==> config.mk <==
export PLATFORM = sky130hd
export DESIGN_NAME = mma_fpu
export DESIGN_NICKNAME = d
export VERILOG_FILES = /design/src/mma_pkg.sv /design/src/mma_fpu.sv
export SDC_FILE = /design/constraint.sdc
export NUM_CORES = 2
export LEC_CHECK = 0
export BUFFER_PORTS_ARGS = -buffer_cell sky130_fd_sc_hd__buf_4
export CAP_MARGIN = 20
export CORE_AREA = 3 3 266 268
export CTS_BUF_LIST = sky130_fd_sc_hd__clkbuf_4
export DETAILED_ROUTE_END_ITERATION = 8
export DIE_AREA = 0 0 269 271
export GPL_TIMING_DRIVEN = 0
export PLACE_DENSITY = 0.82
export SYNTH_ARGS = -nofsm -noshare
export SYNTH_HDL_FRONTEND = slang
export SYNTH_SLANG_ARGS = --single-unit
==> constraint.sdc <==
create_clock -name aclk -period 21.2 [get_ports aclk]
set_input_delay 6.36 -clock aclk [delete_from_list [all_inputs] [get_ports aclk]]
set_output_delay 6.36 -clock aclk [all_outputs]
set_load 0.005 [all_outputs]
==> src/mma_pkg.sv <==
// Shared types, operation codes and fp32 helpers for the matrix multiply-accumulate block.
package mma_pkg;

    localparam logic [1:0] OP_LOAD_A  = 2'd0;
    localparam logic [1:0] OP_LOAD_B  = 2'd1;
    localparam logic [1:0] OP_LOAD_C  = 2'd2;
    localparam logic [1:0] OP_COMPUTE = 2'd3;

    localparam logic [1:0] CFG_ROWS_M  = 2'd0;
    localparam logic [1:0] CFG_COLS_N  = 2'd1;
    localparam logic [1:0] CFG_INNER_K = 2'd2;

    localparam logic [31:0] CANON_NAN = 32'h7FC0_0000;

    typedef struct packed {
        logic [1:0]  operation;
        logic [5:0]  row;
        logic [5:0]  col;
        logic [31:0] value;
    } mma_in_t;

    typedef struct packed {
        logic [5:0]  out_row;
        logic [5:0]  out_col;
        logic [31:0] out_value;
    } mma_out_t;

    typedef struct packed {
        logic        start;
        logic        op_add;
        logic [31:0] opa;
        logic [31:0] opb;
    } mma_fpu_req_t;

    function automatic logic [5:0] lzc48(input logic [47:0] m);
        logic [5:0] n;
        n = 6'd48;
        for (int i = 0; i < 48; i++) begin
            if (m[i]) begin
                n = 6'(47 - i);
            end
        end
        return n;
    endfunction

    function automatic logic [31:0] canon_nan(input logic [31:0] v);
        logic [31:0] r;
        r = v;
        if (v[30:23] == 8'hFF && v[22:0] != 23'd0) begin
            r = CANON_NAN;
        end
        return r;
    endfunction

endpackage

==> src/mma_fpu.sv <==
// Five-stage fp32 multiply or add unit with shared normalize and round-to-nearest-even.
module mma_fpu
    import mma_pkg::*;
(
    input  logic         aclk,
    input  logic         aresetn,
    input  mma_fpu_req_t req,
    output logic         done,
    output logic [31:0]  result
);

    logic        sa, sb;
    logic [7:0]  ea, eb, eae, ebe;
    logic [23:0] ma, mb;
    logic        nan_a, nan_b, inf_a, inf_b, zero_a, zero_b;
    logic        a_big;
    logic [23:0] big_m, sm_m;
    logic [7:0]  big_e, sm_e, d;
    logic [26:0] sm27, sh27;
    logic        lost;
    logic        spec_c;
    logic [31:0] specv_c;

    logic               v1_reg, v2_reg, v3_reg, v4_reg, v5_reg;
    logic [47:0]        s1_prod_reg;
    logic [26:0]        s1_big_reg, s1_small_reg;
    logic               s1_sub_reg, s1_sign_reg, s1_zsign_reg, s1_add_reg;
    logic signed [11:0] s1_exp_reg;
    logic               s1_spec_reg, s2_spec_reg, s3_spec_reg, s4_spec_reg;
    logic [31:0]        s1_specv_reg, s2_specv_reg, s3_specv_reg, s4_specv_reg;

    logic [27:0]        sum28;
    logic [47:0]        s2_m_reg, s3_m_reg;
    logic signed [11:0] s2_exp_reg, s3_e_reg;
    logic               s2_sign_reg, s3_sign_reg, s4_sign_reg;
    logic [5:0]         s3_lz_reg;
    logic               s3_zero_reg, s4_zero_reg;

    logic [5:0]         lz;
    logic [47:0]        n48;
    logic [7:0]         ef;
    logic signed [11:0] sh, rs;
    logic [47:0]        s4_n_reg;
    logic [7:0]         s4_ef_reg;
    logic               s4_ovf_reg;

    logic [30:0]        base, rounded;
    logic               rnd;
    logic [31:0]        result_reg;

    always_comb begin
        sa     = req.opa[31];
        sb     = req.opb[31];
        ea     = req.opa[30:23];
        eb     = req.opb[30:23];
        ma     = {ea != 8'd0, req.opa[22:0]};
        mb     = {eb != 8'd0, req.opb[22:0]};
        eae    = (ea == 8'd0) ? 8'd1 : ea;
        ebe    = (eb == 8'd0) ? 8'd1 : eb;
        nan_a  = (ea == 8'hFF) && (req.opa[22:0] != 23'd0);
        nan_b  = (eb == 8'hFF) && (req.opb[22:0] != 23'd0);
        inf_a  = (ea == 8'hFF) && (req.opa[22:0] == 23'd0);
        inf_b  = (eb == 8'hFF) && (req.opb[22:0] == 23'd0);
        zero_a = req.opa[30:0] == 31'd0;
        zero_b = req.opb[30:0] == 31'd0;

        a_big = req.opa[30:0] >= req.opb[30:0];
        big_m = a_big ? ma : mb;
        sm_m  = a_big ? mb : ma;
        big_e = a_big ? eae : ebe;
        sm_e  = a_big ? ebe : eae;
        d     = big_e - sm_e;
        sm27  = {sm_m, 3'b000};
        if (d >= 8'd27) begin
            sh27 = '0;
            lost = |sm27;
        end else begin
            sh27 = sm27 >> d;
            lost = |(sm27 & ~({27{1'b1}} << d));
        end
        sh27 = sh27 | 27'(lost);

        if (req.op_add) begin
            spec_c  = nan_a || nan_b || inf_a || inf_b;
            if (nan_a || nan_b || (inf_a && inf_b && (sa != sb))) begin
                specv_c = CANON_NAN;
            end else if (inf_a) begin
                specv_c = {sa, 8'hFF, 23'd0};
            end else begin
                specv_c = {sb, 8'hFF, 23'd0};
            end
        end else begin
            spec_c = nan_a || nan_b || inf_a || inf_b;
            if (nan_a || nan_b || (inf_a && zero_b) || (zero_a && inf_b)) begin
                specv_c = CANON_NAN;
            end else begin
                specv_c = {sa ^ sb, 8'hFF, 23'd0};
            end
        end
    end

    always_ff @(posedge aclk) begin
        if (!aresetn) begin
            v1_reg <= 1'b0;
            v2_reg <= 1'b0;
            v3_reg <= 1'b0;
            v4_reg <= 1'b0;
            v5_reg <= 1'b0;
        end else begin
            v1_reg <= req.start;
            v2_reg <= v1_reg;
            v3_reg <= v2_reg;
            v4_reg <= v3_reg;
            v5_reg <= v4_reg;
        end
    end

    always_ff @(posedge aclk) begin
        s1_prod_reg  <= ma * mb;
        s1_big_reg   <= {big_m, 3'b000};
        s1_small_reg <= sh27;
        s1_sub_reg   <= sa ^ sb;
        s1_zsign_reg <= sa & sb;
        s1_add_reg   <= req.op_add;
        s1_spec_reg  <= spec_c;
        s1_specv_reg <= specv_c;
        if (req.op_add) begin
            s1_exp_reg  <= $signed({4'd0, big_e});
            s1_sign_reg <= a_big ? sa : sb;
        end else begin
            s1_exp_reg  <= $signed({4'd0, eae}) + $signed({4'd0, ebe}) - 12'sd127;
            s1_sign_reg <= sa ^ sb;
        end
    end

    assign sum28 = s1_sub_reg ? ({1'b0, s1_big_reg} - {1'b0, s1_small_reg})
                              : ({1'b0, s1_big_reg} + {1'b0, s1_small_reg});

    always_ff @(posedge aclk) begin
        s2_m_reg     <= s1_add_reg ? {sum28, 20'd0} : s1_prod_reg;
        s2_exp_reg   <= s1_exp_reg;
        s2_sign_reg  <= (s1_add_reg && sum28 == 28'd0) ? s1_zsign_reg : s1_sign_reg;
        s2_spec_reg  <= s1_spec_reg;
        s2_specv_reg <= s1_specv_reg;
    end

    assign lz = lzc48(s2_m_reg);

    always_ff @(posedge aclk) begin
        s3_m_reg     <= s2_m_reg;
        s3_lz_reg    <= lz;
        s3_e_reg     <= s2_exp_reg + 12'sd1 - $signed({6'd0, lz});
        s3_zero_reg  <= s2_m_reg == 48'd0;
        s3_sign_reg  <= s2_sign_reg;
        s3_spec_reg  <= s2_spec_reg;
        s3_specv_reg <= s2_specv_reg;
    end

    always_comb begin
        sh = s3_e_reg + $signed({6'd0, s3_lz_reg}) - 12'sd1;
        rs = -sh;
        if (s3_e_reg >= 12'sd1) begin
            n48 = s3_m_reg << s3_lz_reg;
            ef  = s3_e_reg[7:0];
        end else begin
            ef = 8'd0;
            if (sh >= 12'sd0) begin
                n48 = s3_m_reg << sh[5:0];
            end else if (rs >= 12'sd48) begin
                n48 = 48'(|s3_m_reg);
            end else begin
                n48 = (s3_m_reg >> rs[5:0])
                    | 48'(|(s3_m_reg & ~({48{1'b1}} << rs[5:0])));
            end
        end
    end

    always_ff @(posedge aclk) begin
        s4_n_reg     <= n48;
        s4_ef_reg    <= ef;
        s4_ovf_reg   <= s3_e_reg >= 12'sd255;
        s4_zero_reg  <= s3_zero_reg;
        s4_sign_reg  <= s3_sign_reg;
        s4_spec_reg  <= s3_spec_reg;
        s4_specv_reg <= s3_specv_reg;
    end

    always_comb begin
        base    = {s4_ef_reg, s4_n_reg[46:24]};
        rnd     = s4_n_reg[23] && ((|s4_n_reg[22:0]) || s4_n_reg[24]);
        rounded = base + 31'(rnd);
    end

    always_ff @(posedge aclk) begin
        if (s4_spec_reg) begin
            result_reg <= s4_specv_reg;
        end else if (s4_zero_reg) begin
            result_reg <= {s4_sign_reg, 31'd0};
        end else if (s4_ovf_reg) begin
            result_reg <= {s4_sign_reg, 8'hFF, 23'd0};
        end else begin
            result_reg <= {s4_sign_reg, rounded};
        end
    end

    assign done   = v5_reg;
    assign result = result_reg;

endmodule

### Word level (Yosys, flattened, before mapping)

Index checks and enable logic that the tools add are counted.

| cells by class | value |
|---|---|
| eq/ne operators | 3 |
| order comparisons | 6 |
| $mul | 1 |
| shift-type cells | 6 |
| reductions and logical operators | 34 |
| bitwise operators | 8 |
| add/sub/neg operators | 11 |
| mux-type cells | 72 |

Operators by type and width:

| operator | count |
|---|---|
| 6-bit 2-to-1 mux | 47 |
| 32-bit 2-to-1 mux | 5 |
| 47-bit 2-to-1 mux | 3 |
| 48-bit OR reduction | 2 |
| 48-bit by 6-bit left shift with 47-bit output | 2 |
| 31-bit zero test | 2 |
| 31-bit 2-to-1 mux | 2 |
| 48-bit AND | 1 |
| 48-bit zero test | 1 |
| 24-bit by 24-bit multiplier with 48-bit output | 1 |
| 24-bit 2-to-1 mux | 2 |
| 48-bit 2-to-1 mux | 1 |
| 48-bit inverter | 1 |
| 48-bit by 6-bit left shift with 48-bit output (first input constant) | 1 |
| 48-bit by 6-bit >> shifter with 47-bit output | 1 |
| 47-bit by 1-bit OR with 47-bit output | 1 |
| 23-bit zero test | 2 |
| 23-bit nonzero test | 2 |
| 8-bit 2-to-1 mux | 5 |
| 31-bit by 1-bit adder with 31-bit output | 1 |
| 31-bit greater-or-equal comparator | 1 |
| 27-bit by 27-bit adder with 28-bit output | 1 |
| 28-bit zero test | 1 |
| 28-bit 2-to-1 mux | 1 |
| 33 further kinds | 54 |

| word-level totals | value |
|---|---|
| output and inout port bits | 33 |
| flip-flop bits (word level) | 467 |

### Depth between registers and ports, before layout

| depth | value |
|---|---|
| word-level depth | 49 |
| mapped depth | 30 |
| gate-level depth less buffers | 28 |

### Least setup slack after synthesis

No wires, ideal clock.

| timing path | value |
|---|---|
| path type | input to register |
| from | in req[45] (netlist bit) |
| to | reg s1_prod_reg[47] |
| data arrival time | 13.067 ns |
| stages on the path | 25 |
| data required time | 21.128 ns |
| setup time | 0.072 ns |
| slack | 8.061 ns |
| buffers on the path | 2 |
| path through | clkbuf_1 -> clkbuf_1 -> nand2_1 -> fa_1 -> inv_1 -> fa_1 -> fa_1 -> inv_1 -> fa_1 -> fa_1 -> inv_1 -> fa_1 -> fa_1 -> ha_1 -> a21oi_1 -> o21ai_0 -> a21oi_1 -> o31a_1 -> a21oi_1 -> o21ai_0 -> o21ai_0 -> a2111oi_0 -> o31ai_1 -> a21oi_1 -> xnor2_1 |

| on the way | value |
|---|---|
| longest elaborated chain between the ends | 1 |

RTL lines:

| element | RTL line | source |
|---|---|---|
| start, declared | mma_fpu.sv:7 | `input mma_fpu_req_t req,` |
| 24-bit by 24-bit multiplier with 48-bit output | mma_fpu.sv:119 | `s1_prod_reg <= ma * mb;` |
| end signal, assigned | mma_fpu.sv:119 |  |
| end, declared | mma_fpu.sv:25 | `logic [47:0] s1_prod_reg;` |

No other way between the ends.
A chain may end at the register's enable or synchronous reset.

### Worst setup path after layout

| timing path | value |
|---|---|
| from | in req[40] (netlist bit) |
| to | reg s1_prod_reg[47] |

The elaborated chain is that of the path after synthesis.

==> results.txt <==
status -> complete, but fails checks
violated checks -> design-rule violations
Max transition margin -> 0.136
DIE AREA -> 72900 um2
TNS Setup -> 0 ns
Clock Latency Late Sink -> 0.83 ns
largest net degree at the start of global routing -> 12
min-delay worst type -> flip-flop to flip-flop
Worst Reg-to-Reg Cells -> 22
Yosys cell types -> 93
first-pass GRT wire length -> 286000 um
sequential share of the synthesized area -> 0.157
CTS Sinks -> 347
number of register bits inferred by synthesis -> 347
Row Count -> 96
number of global-route vias before repair -> 45700
crit start category -> input pin
synthesized instance count -> 5343
data required time at the worst endpoint -> 21.80 ns
area growth from synthesis to final layout -> 6.87%
fraction of registers with async set/reset -> 0
initial core utilization -> 0.647
achievable clock frequency -> 0.0618 GHz
post-detailed-route wirelength per cell -> 29.9 um
estimated wirelength of the detail-placed design -> 150000 um
commonest cells after routing, fill and taps aside -> 796 x sky130_fd_sc_hd__nand2_1, 663 x sky130_fd_sc_hd__inv_1, 486 x sky130_fd_sc_hd__fa_1, 347 x sky130_fd_sc_hd__dfxtp_1, 336 x sky130_fd_sc_hd__nor2_1
IO buf count -> 100
hold wc startpoint -> s2_specv_reg[22]
CTS H-tree depth -> 3
CP Data Arrival Time -> 16.78 ns
number of max-cap violations -> 0
count of hold buffers inserted by post-cts repair -> 0
Top-Level Pins -> 101
Finish-stage setup viols -> 0
internal reg-to-reg setup slack -> 12.13 ns
DIE WIDTH -> 269 um
Final Wtd Congestion -> 1.11
Main synth FF type -> sky130_fd_sc_hd__dfxtp_1
kind of end point of the critical path -> flip-flop
global route total overflow -> 0
Syn Area/Cell -> 8.31 um2
Post-CTS Resized -> 0
timing startpoint of the critical path -> req[40]
Root Buffer Master -> sky130_fd_sc_hd__clkbuf_4
number of hold violations in the final report -> 0
WL final -> 195000 um
FF-to-FF End -> s4_n_reg[6]
violation count after the first detailed-route iteration -> 6851
most frequent standard cell in the layout excluding fill and tap cells -> sky130_fd_sc_hd__nand2_1
share of post-route cells with drive strength above 1 -> 0.0766
Bufs on Longest Clock Path -> 3
category of the critical setup timing path -> input pin to flip-flop
initial antenna violation count -> 25
clock buffers created by TritonCTS -> 76
DR vias -> 44900
final number of max-transition violations -> 0
final clock period utilization by the worst path -> 0.763
number of flops mapped to enable cells by yosys -> 0
die height -> 271 um
CTS clk-pin slew, worst paths -> 0.07 ns
Final nets -> 6416
final routed DRC violation total -> 135
clock tree from TritonCTS -> yes
Final Skew -> 0.0615 ns
number of synthesis warnings -> 0
Setup Buffers After CTS -> 0
DR pass1 iterations -> 9
synthesized cell area -> 44400 um2
launch instance of the worst register-to-register path -> s3_lz_reg[1]
crit path time final -> 16.18 ns
worst setup path end -> s1_prod_reg[47]
detailed-route vias per instance -> 6.88
worst slew pin tran -> 1.30 ns
all-layer global routing usage -> 0.537
highest net fanout along the worst path -> 10
post-route antenna net violation count -> 0
setup repair after global routing missed its margin -> false
Core ar. -> 68600 um2
net count after synthesis -> 6225
layout make-up:
class                   count  area (um2)
multi-input cells        3955       33500
fillers                  5336       21200
flip-flops and latches    347        6950
inverters                 669        2510
plain buffers             372        1430
well taps                 931        1160
repair buffers            113         863
clock buffers              99         743
clock inverters            23         205
diodes                     25        62.6
metal layers:
| metal | wire [um] | vias to the layer above | GRT usage |
|---|---|---|---|
| met4 | 26500 | 24 | 0.542 |
| met5 | 331 | - | 0.0236 |
| met2 | 83100 | 4053 | 0.807 |
| met3 | 26400 | 1702 | 0.232 |
| li1 | - | 18200 | - |
| met1 | 58900 | 20900 | 0.542 |
through the flow:
step,instances,utilization,setup WS (ns),hold slack (ns),area [um2]
6_report,6534,0.692,5.02,0.318,47400
2_1_floorplan,5343,-,8.06,0.310,44400
3_3_place_gp,6374,0.675,4.85,0.310,46300
4_1_cts,6501,0.689,5.70,0.322,47300
5_1_grt,6514,0.691,5.14,0.325,47400
3_5_place_dp,6379,0.676,4.94,0.312,46300
worst max-delay path, cell delays in order:
cell and delay [ns]:
sky130_fd_sc_hd__buf_4 0.16, sky130_fd_sc_hd__clkbuf_1 0.72, sky130_fd_sc_hd__clkbuf_1 0.85, sky130_fd_sc_hd__nand2_1 0.18, sky130_fd_sc_hd__fa_1 0.55, sky130_fd_sc_hd__inv_1 0.06, sky130_fd_sc_hd__fa_1 0.43, sky130_fd_sc_hd__fa_1 0.52
sky130_fd_sc_hd__inv_1 0.05, sky130_fd_sc_hd__fa_1 0.48, sky130_fd_sc_hd__fa_1 0.56, sky130_fd_sc_hd__inv_1 0.07, sky130_fd_sc_hd__fa_1 0.50, sky130_fd_sc_hd__fa_1 0.50, sky130_fd_sc_hd__ha_1 0.43, sky130_fd_sc_hd__a21oi_1 0.28
sky130_fd_sc_hd__o21ai_0 0.14, sky130_fd_sc_hd__a21oi_1 0.19, sky130_fd_sc_hd__o31a_1 0.27, sky130_fd_sc_hd__a21oi_1 0.13, sky130_fd_sc_hd__o21ai_0 0.90, sky130_fd_sc_hd__o21ai_0 0.34, sky130_fd_sc_hd__buf_2 0.29, sky130_fd_sc_hd__a2111oi_0 0.93
sky130_fd_sc_hd__o31ai_1 0.19, sky130_fd_sc_hd__a21oi_1 0.27, sky130_fd_sc_hd__xnor2_1 0.40
cells by family after synthesis:
family	after synthesis	synth area share
xor+xnor	139	0.0274
simple gates	1721	0.177
fa+ha+maj	817	0.312
mux	288	0.0960
buf+inv	1041	0.0887
flops	347	0.157
compound gates	990	0.142
worst min path at each step:
stage | to | slack (ns) | cells after the start
after global routing | s2_exp_reg[0] | 0.33 | 0
after detailed placement | s2_spec_reg | 0.31 | 0
after floorplan | s2_exp_reg[0] | 0.31 | 0
final | s3_specv_reg[22] | 0.32 | 0
after global placement | s3_specv_reg[31] | 0.31 | 0
after CTS | s3_specv_reg[22] | 0.32 | 0
synth_stat cells (58+ instances only):
| library cell | count | share of area |
|---|---|---|
| sky130_fd_sc_hd__nor2_1 | 336 | 0.028 |
| sky130_fd_sc_hd__clkbuf_1 | 319 | 0.027 |
| sky130_fd_sc_hd__and2_1 | 199 | 0.028 |
| sky130_fd_sc_hd__nor3_1 | 74 | 0.0083 |
| sky130_fd_sc_hd__xnor2_1 | 90 | 0.018 |
| sky130_fd_sc_hd__mux4_2 | 106 | 0.054 |
| sky130_fd_sc_hd__inv_1 | 663 | 0.056 |
| sky130_fd_sc_hd__nand3_1 | 65 | 0.0073 |
| sky130_fd_sc_hd__dfxtp_1 | 347 | 0.16 |
| sky130_fd_sc_hd__fa_1 | 486 | 0.22 |
| sky130_fd_sc_hd__a211oi_1 | 58 | 0.0098 |
| sky130_fd_sc_hd__a21oi_1 | 277 | 0.031 |
| sky130_fd_sc_hd__mux2i_1 | 139 | 0.031 |
| sky130_fd_sc_hd__ha_1 | 328 | 0.092 |
| sky130_fd_sc_hd__nand2_1 | 796 | 0.067 |
| sky130_fd_sc_hd__o21ai_0 | 225 | 0.025 |
Power is not shown: default switching activity piles up to over one toggle a cycle in this logic, so the estimate is an artifact.
